<file path="src/hdl/lru_image_cache_tag_store_macros.svh">
// assertion helpers used by the tag store datapath
`ifndef LRU_IMAGE_CACHE_TAG_STORE_MACROS_SVH
`define LRU_IMAGE_CACHE_TAG_STORE_MACROS_SVH

// same-cycle implication, checked on clk outside reset
`define LICTS_ASSERT_IMP(lbl, ante, cons, msg) \
  lbl: assert property (@(posedge clk) disable iff (!rst_n) (ante) |-> (cons)) \
    else $error(msg);

// next-cycle implication, checked on clk outside reset
`define LICTS_ASSERT_NXT(lbl, ante, cons, msg) \
  lbl: assert property (@(posedge clk) disable iff (!rst_n) (ante) |=> (cons)) \
    else $error(msg);

`endif

</file>
<file path="src/hdl/licts_pkg.sv">
package licts_pkg;

  // field widths
  localparam int PHOTO_COUNT_W = 9;
  localparam int INDEX_W       = 8;
  localparam int TAG_W         = 32;
  localparam int DIM_W         = 10;
  localparam int STATUS_W      = 3;
  localparam int STAMP_W       = 32;

  // parameter defaults
  localparam int CACHE_SLOTS_DEF = 4;
  localparam int MAX_PHOTOS_DEF  = 256;

  // result status codes
  typedef logic [STATUS_W-1:0] status_t;
  localparam status_t ST_HIT         = 3'd0;
  localparam status_t ST_MISS        = 3'd1;
  localparam status_t ST_BAD_INDEX   = 3'd2;
  localparam status_t ST_STORED      = 3'd3;
  localparam status_t ST_UNCACHED    = 3'd4;
  localparam status_t ST_DECODE_FAIL = 3'd5;
  localparam status_t ST_NO_PENDING  = 3'd6;

  // controller to datapath
  typedef struct packed {
    logic capture;
    logic scan_step;
    logic mul;
    logic commit;
  } ctl_cmd_t;

  // datapath to controller
  typedef struct packed {
    logic scan_done;
    logic out_free;
  } ctl_stat_t;

endpackage

</file>
<file path="src/hdl/licts_ctrl.sv">
module licts_ctrl
  import licts_pkg::*;
(
  input  logic      clk,
  input  logic      rst_n,
  input  logic      in_valid,
  input  logic      in_kind,
  output logic      in_stall,
  input  ctl_stat_t stat,
  output ctl_cmd_t  cmd
);

  typedef enum logic [1:0] {S_IDLE, S_LOOK, S_MUL, S_RESP} state_t;

  state_t state_r;
  logic   in_stall_r;

  // sequencer: capture, walk or multiply, then respond
  always_ff @(posedge clk) begin
    if (!rst_n) begin
      state_r    <= S_IDLE;
      in_stall_r <= 1'b1;
    end else begin
      case (state_r)
        S_IDLE: begin
          if (in_valid && !in_stall_r) begin
            in_stall_r <= 1'b1;
            state_r    <= in_kind ? S_MUL : S_LOOK;
          end else begin
            in_stall_r <= 1'b0;
          end
        end
        S_LOOK: begin
          if (stat.scan_done) state_r <= S_RESP;
        end
        S_MUL: begin
          state_r <= S_RESP;
        end
        S_RESP: begin
          if (stat.out_free) begin
            state_r    <= S_IDLE;
            in_stall_r <= 1'b0;
          end
        end
        default: begin
          state_r    <= S_IDLE;
          in_stall_r <= 1'b1;
        end
      endcase
    end
  end

  // commands decoded from state
  always_comb begin
    cmd.capture   = (state_r == S_IDLE) && in_valid && !in_stall_r;
    cmd.scan_step = (state_r == S_LOOK);
    cmd.mul       = (state_r == S_MUL);
    cmd.commit    = (state_r == S_RESP) && stat.out_free;
  end

  assign in_stall = in_stall_r;

endmodule

</file>
<file path="src/hdl/licts_dp.sv">
`include "lru_image_cache_tag_store_macros.svh"

module licts_dp
  import licts_pkg::*;
#(
  parameter int CACHE_SLOTS = CACHE_SLOTS_DEF,
  parameter int MAX_PHOTOS  = MAX_PHOTOS_DEF,
  localparam int SLOT_W     = $clog2(CACHE_SLOTS)
) (
  input  logic                     clk,
  input  logic                     rst_n,
  input  logic                     cfg_valid,
  input  logic [PHOTO_COUNT_W-1:0] cfg_photo_count,
  input  logic                     in_kind,
  input  logic [INDEX_W-1:0]       in_photo_index,
  input  logic [TAG_W-1:0]         in_photo_tag,
  input  logic [DIM_W-1:0]         in_width,
  input  logic [DIM_W-1:0]         in_height,
  input  logic                     in_decode_ok,
  input  logic                     in_alloc_ok,
  output logic                     out_valid,
  input  logic                     out_stall,
  output logic [STATUS_W-1:0]      out_status,
  output logic [SLOT_W-1:0]        out_slot,
  input  ctl_cmd_t                 cmd,
  output ctl_stat_t                stat
);

  localparam int MAXP_W = $clog2(MAX_PHOTOS + 1);
  localparam int LIM_W  = (MAXP_W > PHOTO_COUNT_W) ? MAXP_W : PHOTO_COUNT_W;
  localparam logic [LIM_W-1:0] MaxLim = LIM_W'(MAX_PHOTOS);
  localparam logic [SLOT_W-1:0] LastSlot = SLOT_W'(CACHE_SLOTS - 1);

  // configuration
  logic [PHOTO_COUNT_W-1:0] photo_count_r;

  // captured word
  logic               kind_r;
  logic [INDEX_W-1:0] idx_r;
  logic [TAG_W-1:0]   tag_r;
  logic [DIM_W-1:0]   wid_r;
  logic [DIM_W-1:0]   hgt_r;
  logic               decode_ok_r;
  logic               alloc_ok_r;

  // entry store
  logic               ent_valid_r [CACHE_SLOTS];
  logic [TAG_W-1:0]   ent_tag_r   [CACHE_SLOTS];
  logic [DIM_W-1:0]   ent_wid_r   [CACHE_SLOTS];
  logic [DIM_W-1:0]   ent_hgt_r   [CACHE_SLOTS];
  logic [STAMP_W-1:0] ent_stamp_r [CACHE_SLOTS];
  logic [STAMP_W-1:0] use_clock_r;

  // pending miss
  logic              pend_r;
  logic [SLOT_W-1:0] pend_slot_r;
  logic [TAG_W-1:0]  pend_tag_r;
  logic [DIM_W-1:0]  pend_wid_r;
  logic [DIM_W-1:0]  pend_hgt_r;

  // walk state
  logic [SLOT_W-1:0]  scan_idx_r;
  logic               hit_r;
  logic [SLOT_W-1:0]  hit_slot_r;
  logic [SLOT_W-1:0]  victim_r;
  logic [STAMP_W-1:0] best_r;

  // fill size products
  logic [2*DIM_W-1:0] prod_ent_r;
  logic [2*DIM_W-1:0] prod_pend_r;

  // result register
  logic                out_valid_r;
  status_t             out_status_r;
  logic [SLOT_W-1:0]   out_slot_r;

  // commit decode
  logic               hit_now;
  logic               scan_last;
  logic [LIM_W-1:0]   cnt_ext;
  logic [LIM_W-1:0]   lim;
  logic               bad_idx;
  logic               need_buf;
  status_t            res_status;
  logic [SLOT_W-1:0]  res_slot;
  logic               stamp_we;
  logic [SLOT_W-1:0]  wr_slot;
  logic               key_we;
  logic               inval_we;
  logic               pend_set;
  logic               pend_clr;
  logic [STAMP_W-1:0] clock_nxt;
  logic               res_ticks;

  // photo count register
  always_ff @(posedge clk) begin
    if (!rst_n) photo_count_r <= '0;
    else if (cfg_valid) photo_count_r <= cfg_photo_count;
  end

  // capture the accepted word
  always_ff @(posedge clk) begin
    if (cmd.capture) begin
      kind_r      <= in_kind;
      idx_r       <= in_photo_index;
      tag_r       <= in_photo_tag;
      wid_r       <= in_width;
      hgt_r       <= in_height;
      decode_ok_r <= in_decode_ok;
      alloc_ok_r  <= in_alloc_ok;
    end
  end

  // one slot per cycle: match check and least-stamp tracking
  assign hit_now   = ent_valid_r[scan_idx_r] && (ent_tag_r[scan_idx_r] == tag_r) &&
                     (ent_wid_r[scan_idx_r] == wid_r) && (ent_hgt_r[scan_idx_r] == hgt_r);
  assign scan_last = (scan_idx_r == LastSlot);

  always_ff @(posedge clk) begin
    if (!rst_n) begin
      scan_idx_r <= '0;
      hit_r      <= 1'b0;
    end else if (cmd.capture) begin
      scan_idx_r <= '0;
      hit_r      <= 1'b0;
    end else if (cmd.scan_step) begin
      if (hit_now) begin
        hit_r <= 1'b1;
      end else if (!scan_last) begin
        scan_idx_r <= scan_idx_r + 1'b1;
      end
    end
  end

  always_ff @(posedge clk) begin
    if (cmd.scan_step) begin
      if (hit_now) begin
        hit_slot_r <= scan_idx_r;
      end else if ((scan_idx_r == '0) || (ent_stamp_r[scan_idx_r] < best_r)) begin
        best_r   <= ent_stamp_r[scan_idx_r];
        victim_r <= scan_idx_r;
      end
    end
  end

  // size products for the fill decision
  always_ff @(posedge clk) begin
    if (cmd.mul) begin
      prod_ent_r  <= (2*DIM_W)'(ent_wid_r[pend_slot_r]) * (2*DIM_W)'(ent_hgt_r[pend_slot_r]);
      prod_pend_r <= (2*DIM_W)'(pend_wid_r) * (2*DIM_W)'(pend_hgt_r);
    end
  end

  // bad index against the limited photo count
  assign cnt_ext = LIM_W'(photo_count_r);
  assign lim     = (cnt_ext > MaxLim) ? MaxLim : cnt_ext;
  assign bad_idx = (LIM_W'(idx_r) >= lim);
  assign need_buf  = !ent_valid_r[pend_slot_r] || (prod_ent_r != prod_pend_r);
  assign clock_nxt = use_clock_r + 1'b1;

  // result and update decode
  always_comb begin
    res_status = ST_NO_PENDING;
    res_slot   = '0;
    stamp_we   = 1'b0;
    wr_slot    = pend_slot_r;
    key_we     = 1'b0;
    inval_we   = 1'b0;
    pend_set   = 1'b0;
    pend_clr   = 1'b0;
    if (!kind_r) begin
      pend_clr = 1'b1;
      if (bad_idx) begin
        res_status = ST_BAD_INDEX;
      end else if (hit_r) begin
        res_status = ST_HIT;
        res_slot   = hit_slot_r;
        wr_slot    = hit_slot_r;
        stamp_we   = 1'b1;
      end else begin
        res_status = ST_MISS;
        res_slot   = victim_r;
        pend_set   = 1'b1;
      end
    end else if (pend_r) begin
      pend_clr = 1'b1;
      res_slot = pend_slot_r;
      if (!decode_ok_r) begin
        res_status = ST_DECODE_FAIL;
      end else if (need_buf && !alloc_ok_r) begin
        res_status = ST_UNCACHED;
        inval_we   = 1'b1;
      end else begin
        res_status = ST_STORED;
        key_we     = 1'b1;
        stamp_we   = 1'b1;
      end
    end
  end

  // control part of the store
  always_ff @(posedge clk) begin
    if (!rst_n) begin
      for (int i = 0; i < CACHE_SLOTS; i++) begin
        ent_valid_r[i] <= 1'b0;
        ent_stamp_r[i] <= '0;
      end
      use_clock_r <= '0;
      pend_r      <= 1'b0;
      pend_slot_r <= '0;
    end else if (cmd.commit) begin
      if (stamp_we) begin
        ent_stamp_r[wr_slot] <= clock_nxt;
        use_clock_r          <= clock_nxt;
      end
      if (key_we) ent_valid_r[wr_slot] <= 1'b1;
      if (inval_we) ent_valid_r[wr_slot] <= 1'b0;
      if (pend_set) begin
        pend_r      <= 1'b1;
        pend_slot_r <= victim_r;
      end else if (pend_clr) begin
        pend_r <= 1'b0;
      end
    end
  end

  // key part of the store and pending key
  always_ff @(posedge clk) begin
    if (cmd.commit) begin
      if (key_we) begin
        ent_tag_r[wr_slot] <= pend_tag_r;
        ent_wid_r[wr_slot] <= pend_wid_r;
        ent_hgt_r[wr_slot] <= pend_hgt_r;
      end
      if (pend_set) begin
        pend_tag_r <= tag_r;
        pend_wid_r <= wid_r;
        pend_hgt_r <= hgt_r;
      end
    end
  end

  // output register
  always_ff @(posedge clk) begin
    if (!rst_n) begin
      out_valid_r <= 1'b0;
    end else if (cmd.commit) begin
      out_valid_r <= 1'b1;
    end else if (!out_stall) begin
      out_valid_r <= 1'b0;
    end
  end

  always_ff @(posedge clk) begin
    if (cmd.commit) begin
      out_status_r <= res_status;
      out_slot_r   <= res_slot;
    end
  end

  assign stat.scan_done = hit_now || scan_last;
  assign stat.out_free  = !out_valid_r || !out_stall;

  assign out_valid  = out_valid_r;
  assign out_status = out_status_r;
  assign out_slot   = out_slot_r;

  // results that advance the use clock
  assign res_ticks = (out_status_r == ST_HIT) || (out_status_r == ST_STORED);

  `LICTS_ASSERT_IMP(a_commit_free, cmd.commit, stat.out_free, "commit onto full output")
  `LICTS_ASSERT_NXT(a_commit_shows, cmd.commit, out_valid_r, "commit without result")
  `LICTS_ASSERT_IMP(a_pend_from_miss, $rose(pend_r), $past(cmd.commit && !kind_r), "stray pending")
  `LICTS_ASSERT_NXT(a_clock_tick, cmd.commit, res_ticks == $changed(use_clock_r), "clock step")

endmodule

</file>
<file path="src/hdl/lru_image_cache_tag_store.sv">
// lookup: accept, then the tag walk, then the commit of the result; the next request
//   is accepted only after that commit. The walk visits one slot per cycle and stops early on a hit
// fill: accept, then register the two size products, then commit
// result word registered at the commit, which waits while the output holds an unaccepted result
// synchronous active-low reset clears entries, stamps, use clock, pending miss and count
module lru_image_cache_tag_store
  import licts_pkg::*;
#(
  parameter int CACHE_SLOTS = CACHE_SLOTS_DEF,
  parameter int MAX_PHOTOS  = MAX_PHOTOS_DEF,
  localparam int SLOT_W     = $clog2(CACHE_SLOTS)
) (
  input  logic                     clk,
  input  logic                     rst_n,
  input  logic                     cfg_valid,
  output logic                     cfg_ready,
  input  logic [PHOTO_COUNT_W-1:0] cfg_photo_count,
  input  logic                     in_valid,
  output logic                     in_stall,
  input  logic                     in_kind,
  input  logic [INDEX_W-1:0]       in_photo_index,
  input  logic [TAG_W-1:0]         in_photo_tag,
  input  logic [DIM_W-1:0]         in_width,
  input  logic [DIM_W-1:0]         in_height,
  input  logic                     in_decode_ok,
  input  logic                     in_alloc_ok,
  output logic                     out_valid,
  input  logic                     out_stall,
  output logic [STATUS_W-1:0]      out_status,
  output logic [SLOT_W-1:0]        out_slot
);

  ctl_cmd_t  cmd;
  ctl_stat_t stat;

  // configuration writes always taken
  assign cfg_ready = 1'b1;

  // sequencer
  licts_ctrl u_ctrl (
    .clk      (clk),
    .rst_n    (rst_n),
    .in_valid (in_valid),
    .in_kind  (in_kind),
    .in_stall (in_stall),
    .stat     (stat),
    .cmd      (cmd)
  );

  // tag store, walk and result register
  licts_dp #(
    .CACHE_SLOTS (CACHE_SLOTS),
    .MAX_PHOTOS  (MAX_PHOTOS)
  ) u_dp (
    .clk             (clk),
    .rst_n           (rst_n),
    .cfg_valid       (cfg_valid),
    .cfg_photo_count (cfg_photo_count),
    .in_kind         (in_kind),
    .in_photo_index  (in_photo_index),
    .in_photo_tag    (in_photo_tag),
    .in_width        (in_width),
    .in_height       (in_height),
    .in_decode_ok    (in_decode_ok),
    .in_alloc_ok     (in_alloc_ok),
    .out_valid       (out_valid),
    .out_stall       (out_stall),
    .out_status      (out_status),
    .out_slot        (out_slot),
    .cmd             (cmd),
    .stat            (stat)
  );

endmodule
</file>
<file path="config.mk">
export PLATFORM = sky130hd
export DESIGN_NAME = lru_image_cache_tag_store
export DESIGN_NICKNAME = d
export VERILOG_FILES = /design/src/hdl/licts_pkg.sv /design/src/hdl/licts_ctrl.sv /design/src/hdl/licts_dp.sv /design/src/hdl/lru_image_cache_tag_store.sv
export VERILOG_INCLUDE_DIRS = /design/src /design/src/hdl
export SDC_FILE = /design/constraint.sdc
export NUM_CORES = 1
export LEC_CHECK = 0
export ABC_AREA = 1
export BUFFER_PORTS_ARGS = -buffer_cell sky130_fd_sc_hd__buf_2
export CAP_MARGIN = 20
export CORE_UTILIZATION = 55
export CTS_BUF_LIST = sky130_fd_sc_hd__clkbuf_8
export DETAILED_ROUTE_END_ITERATION = 10
export PLACE_DENSITY = 0.79
export SKIP_CTS_REPAIR_TIMING = 1
export SLEW_MARGIN = 25
export SYNTH_ARGS = -nofsm -noshare
export SYNTH_HDL_FRONTEND = slang
export SYNTH_SLANG_ARGS = --single-unit
</file>
<file path="constraint.sdc">
create_clock -name clk -period 7.1 [get_ports clk]
set_clock_uncertainty 0.15 [all_clocks]
set_input_delay 0.355 -clock clk [delete_from_list [all_inputs] [get_ports clk]]
set_output_delay 0.355 -clock clk [all_outputs]
set_load 0.005 [all_outputs]
</file>
# Word level (Yosys, flattened, before mapping)
# Memory sizes are Yosys's and may differ from the RTL's. A register that Yosys moved wholly into a read port is not among the register bits.
# Cells that the tools add are included.
[totals] reg_bits=247 latch_bits=0 ram_bits=340 rom_bits=0 out_inout_bits=8 memories=5
[classes] add_sub_neg=2 mul=2 n_div=0 order_cmp=3 eq_ne=12 shifts=0 n_mux=79 n_bitwise=4 reduce_logical=32
[mem_list] name="u_dp.ent_stamp_r" words=4 word_bits=32 rd=1 rd_clocked_by_memory_dff=1 write_ports=4 line_no="licts_dp.sv:51" rtl="logic [STAMP_W-1:0] ent_stamp_r [CACHE_SLOTS];"
[mem_list] name="u_dp.ent_tag_r" words=4 word_bits=32 rd=1 rd_clocked_by_memory_dff=1 write_ports=1 line_no="licts_dp.sv:48" rtl="logic [TAG_W-1:0] ent_tag_r [CACHE_SLOTS];"
[mem_list] name="u_dp.ent_hgt_r" words=4 word_bits=10 rd=2 rd_clocked_by_memory_dff=2 write_ports=1 line_no="licts_dp.sv:50" rtl="logic [DIM_W-1:0] ent_hgt_r [CACHE_SLOTS];"
[mem_list] name="u_dp.ent_wid_r" words=4 word_bits=10 rd=2 rd_clocked_by_memory_dff=2 write_ports=1 line_no="licts_dp.sv:49" rtl="logic [DIM_W-1:0] ent_wid_r [CACHE_SLOTS];"
[mem_list] name="u_dp.ent_valid_r" words=4 word_bits=1 rd=2 rd_clocked_by_memory_dff=2 write_ports=4 line_no="licts_dp.sv:47" rtl="logic ent_valid_r [CACHE_SLOTS];"
[op_table] cell="2-bit two-way mux" n=29
[op_table] cell="1-bit two-way mux" n=41
[op_table] cell="10-bit by 10-bit multiplier with 20-bit output" n=2
[op_table] cell="32-bit by 1-bit adder with 32-bit output (second input constant)" n=1
[op_table] cell="32-bit == test" n=1
[op_table] cell="32-bit < comparator" n=1
[op_table] cell="32-bit two-way mux" n=1
[op_table] cell="32-bit OR reduction" n=1
[op_table] cell="10-bit == test" n=2
[op_table] cell="20-bit != test" n=1
[op_table] cell="3-bit two-way mux" n=5
[op_table] cell="2-bit AND reduction" n=5
[op_table] cell="8-bit by 9-bit >= comparator with 1-bit output" n=1
[op_table] cell="9-bit greater-than comparator (second input constant)" n=1
[op_table] cell="9-bit two-way mux" n=1
[op_table] cell="3-bit AND reduction" n=3
[op_table] cell="1-bit logical AND" n=8
[op_table] cell="2-bit by 1-bit != test with 1-bit output (second input constant)" n=4
[op_table] cell="2-bit one-hot mux with 4 select lines" n=1
[op_table] cell="2-bit == test (second input constant)" n=3
[op_table] cell="1-bit zero test" n=5
[op_table] cell="2-bit zero test" n=2
[op_table] cell="1-bit logical OR" n=4
[op_table] cell="2-bit nonzero test" n=2
[op_table] cell="7 further kinds" n=9

# Logic depth before layout (Yosys ltp)
[logic_depth] depth_word=14 ltp_mapped=27 ltp_nobuf=25

# Cells and area by module
# Synthesis repeated with hierarchy kept, for this count alone.
[unflattened] cells_unflattened=3112 area_unflattened_um2=31667.9
[by_module_without_submodules] module="licts_dp" instances=1 cells_per_inst=3062 area_each_um2=31381.3
[by_module_without_submodules] module="licts_ctrl" instances=1 cells_per_inst=48 area_each_um2=275.3
[by_module_without_submodules] module="lru_image_cache_tag_store" instances=1 cells_per_inst=2 area_each_um2=11.3

# Worst setup path after synthesis
# OpenSTA, ideal clock, no wires.
[synth_timing] path_type="reg-to-reg" startpoint="register (tool-made name)" endpoint="register u_dp.prod_ent_r[19] (data pin)" setup_ns=0.260 arrival_time_ns=5.640 required_time_ns=6.690 path_slack_ns=1.050 stages_incl_launch_ff=28 path_buffers=3 synth_period_minus_slack_ns=6.050 cell_sequence="dfxtp_1 > buf_2 > inv_1 > buf_2 > buf_1 > nand2_1 > a32oi_1 > nand2_1 > fa_1 > inv_1 > fa_1 > inv_1 > fa_1 > inv_1 > fa_1 > inv_1 > fa_1 > inv_1 > ha_1 > a21oi_1 > o21ai_0 > a21oi_1 > o21ai_0 > a21boi_0 > nor2_1 > o21ai_0 > nand2_1 > xnor2_1"
[synth_rtl] item="end signal, assigned" line_no="licts_dp.sv:149" rtl="prod_ent_r <= (2*DIM_W)'(ent_wid_r[pend_slot_r]) * (2*DIM_W)'(ent_hgt_r[pend_slot_r]);"
[synth_rtl] item="end, declared" line_no="licts_dp.sv:69" rtl="logic [2*DIM_W-1:0] prod_ent_r;"

==> flow_metrics.env <==
export IMPL_synth_top_area_frac=0.510
export IMPL_chipWidth_um=241
export IMPL_tightest_slew_ns=1.01
export IMPL_syn2layout_area_growth_pct=11.9
export IMPL_drv_cap=0
export IMPL_globalRouteOverflowTotal=0
export IMPL_arrival_ns=6.81
export IMPL_drt_iter0_drc=2262
export IMPL_final_max_slew_viol_count=0
export IMPL_period_share=0.919
export IMPL_crit_slowest_cell="fa_1"
export IMPL_cts_tree="yes"
export IMPL_drive_gt1_frac=0.0799
export IMPL_whs_path_depth=5
export IMPL_synth_cell_type_count=50
export IMPL_clk_latency_ns=0.69
export IMPL_setup_viol=0
export IMPL_worstPathMaxFanout=30
export IMPL_tns_ns=0
export IMPL_cpMostUsedCell="inv_1"
export IMPL_synth_edf_count=533
export IMPL_cts_sinks=591
export IMPL_fin_area_sq_um=35100
export IMPL_port_buffers=83
export IMPL_worstPathRequired_ns=7.38
export IMPL_dr_pass1_iters=6
export IMPL_synth_area_leaders="edfxtp_1 51%, nand2_1 9.5%, fa_1 7.9%, ha_1 6.2%, inv_1 4.2%"
export IMPL_fin_util=0.622
export IMPL_critPathLaunchType="flop"
export IMPL_vias_per_cell=5.48
export IMPL_rsz0062_at_grt="false"
export IMPL_fin_nets=3608
export IMPL_ys_ff_latch=591
export IMPL_power_density_nw_per_um2=302
export IMPL_fmax_ghz=0.153
export IMPL_wirelength_um=74500
export IMPL_dp_hpwl_um=48200
export IMPL_grt_max_degree=91
export IMPL_grtUsageTotal=0.258
export IMPL_yosysWarnings=0
export IMPL_end_kind="flop"
export IMPL_synth_async_reset_ratio=0
export IMPL_violations="negative hold slack"
export IMPL_layout_min_cycle_time_ns=6.52
export IMPL_max_stage_delay_ns=0.58
export IMPL_yosysSeqAreaShare=0.547
export IMPL_leakagePower_nw=15.1
export IMPL_grt_pass1_wl_um=115000
export IMPL_synthCells=3069
export IMPL_min_path_type="in2reg"
export IMPL_grt_pass1_vias=22000
export IMPL_clkTransAtPathRegs_ns=0.07
export IMPL_max_slew_margin=0.324
export IMPL_cts_root_buffer="clkbuf_8"
export IMPL_antenna_found_initial=1
export IMPL_reg2reg_depth=25
export IMPL_num_rows=87
export IMPL_avgSynthCellArea_sq_um=10.2
export IMPL_cts_buffers=91
export IMPL_place_congestion=0.949
export IMPL_synth_area_sq_um=31400
export IMPL_synth_top_cell_by_area="edfxtp_1"
export IMPL_syn_nets=3426
export IMPL_cts_max_level=3
export IMPL_dr_total_vias=22400
export IMPL_ios=85
export IMPL_dieArea_sq_um=58000
export IMPL_final_antenna_net_count=0
export IMPL_final_cell_mix="794 x nand2_1, 533 x edfxtp_1, 383 x inv_1, 340 x nor2_1, 155 x ha_1"
export IMPL_core_area_sq_um=56400
export IMPL_cts_buffer_depth=3
export IMPL_hold_violations=1
export IMPL_drcViolationCount=0
export IMPL_vdd_ir_drop_max_uv=218
export IMPL_placed_area_sq_um=32500
export IMPL_critPathKind="reg2reg"
export IMPL_start_util=0.556
export IMPL_whs_ns=-0.0234
export IMPL_yosys_most_used_dff="edfxtp_1"
export IMPL_final_common_cell="nand2_1"
export IMPL_status="finished with violations"
export IMPL_wl_per_cell_um=18.2
export IMPL_die_y_um=241
[cell type report]
| class | instances | area [sq um] |
|---|---|---|
| clock buffer | 94 | 1290 |
| inverter | 364 | 1370 |
| clock inverter | 76 | 437 |
| fill | 4465 | 21300 |
| tap | 756 | 946 |
| multi-input combinational | 2008 | 12400 |
| sequential | 591 | 17200 |
| antenna | 2 | 5.00 |
| timing repair buffer | 195 | 1460 |
[state kept, by name, summed over array words and instances, names as in the netlist, 20 cells and up, named ones only]
name	flops
u_dp.ent_tag_r	128
u_dp.use_clock_r	32
u_dp.prod_ent_r	20
u_dp.prod_pend_r	20
u_dp.pend_tag_r	32
u_dp.ent_wid_r	40
u_dp.best_r	32
u_dp.ent_stamp_r	128
u_dp.tag_r	32
u_dp.ent_hgt_r	40
[Yosys cell counts (5+ instances only)]
| cell | instances |
|---|---|
| fa_1 | 124 |
| buf_4 | 6 |
| ha_1 | 156 |
| edfxtp_1 | 533 |
| inv_1 | 355 |
| dfxtp_1 | 58 |
| a32oi_1 | 20 |
| xor2_1 | 57 |
| nand3_1 | 136 |
| clkbuf_1 | 58 |
| nand3b_1 | 43 |
| buf_2 | 32 |
| a31oi_1 | 7 |
| nor3_1 | 11 |
| nand2_1 | 795 |
| buf_6 | 5 |
| nor4_1 | 5 |
| xnor2_1 | 25 |
| buf_1 | 5 |
| a21oi_1 | 80 |
| o21ai_0 | 112 |
| o22ai_1 | 33 |
| nor2_1 | 347 |
| nand2_2 | 5 |
| nand4_1 | 14 |
[cell families after synthesis]
logic type,synth area share
fa+ha+maj,0.141
simple gates,0.179
flops,0.547
other cells,0.000120
xor+xnor,0.0229
buf+inv,0.0595
compound gates,0.0504
[metrics by stage]
| stage | cells | power (mW) | setup WS, ns | hold slack (ns) |
|---|---|---|---|---|
| floorplan | 3069 | 6.96 | 1.05 | 0.277 |
| global placement | 3833 | 7.77 | 0.722 | 0.290 |
| detailed placement | 3833 | 7.88 | 0.615 | 0.291 |
| CTS | 4003 | 10.6 | 0.589 | -0.370 |
| global route | 4085 | 11.3 | 0.0765 | 0.00253 |
| finish | 4086 | 10.6 | 0.578 | -0.0234 |
[metal layers]
| metal | vias to the layer above | routed length, um | global-route usage |
|---|---|---|---|
| met4 | 0 | 2280 | 0.103 |
| met2 | 1034 | 36000 | 0.423 |
| met1 | 10700 | 29700 | 0.337 |
| met5 | - | 0 | 0 |
| li1 | 10500 | - | - |
| met3 | 163 | 6540 | 0.0518 |
[worst paths after layout]
| kind | slack [ns] | to | start |
|---|---|---|---|
| worst max register to register | 0.58 | u_dp.prod_ent_r[19] | flop |
| worst min-delay path | -0.02 | u_ctrl.in_stall | in_valid |
| worst max-delay path | 0.58 | u_dp.prod_ent_r[19] | flop |
| worst min register to register | 0.31 | u_dp.use_clock_r[4] | u_dp.use_clock_r[4] |
[critical path, delay by kind of cell (launching register included)]
kind                     cells  cell delay, ns
buffers and inverters        7            0.83
adder cells (fa/ha/maj)      6            2.98
flip-flops                   1            0.33
AND/OR/NAND/NOR              4            0.40
XOR/XNOR                     1            0.12
AO/OA/AOI/OAI                7            1.46
[report_power, final]
part / switching (mW) / leakage (nW) / internal (mW)
sequential: 0.208 / 5.37 / 4.25
clock: 1.37 / 0.971 / 1.36
combinational: 2.18 / 8.79 / 1.24
No activity file was read; power rests on OpenSTA's default activity.
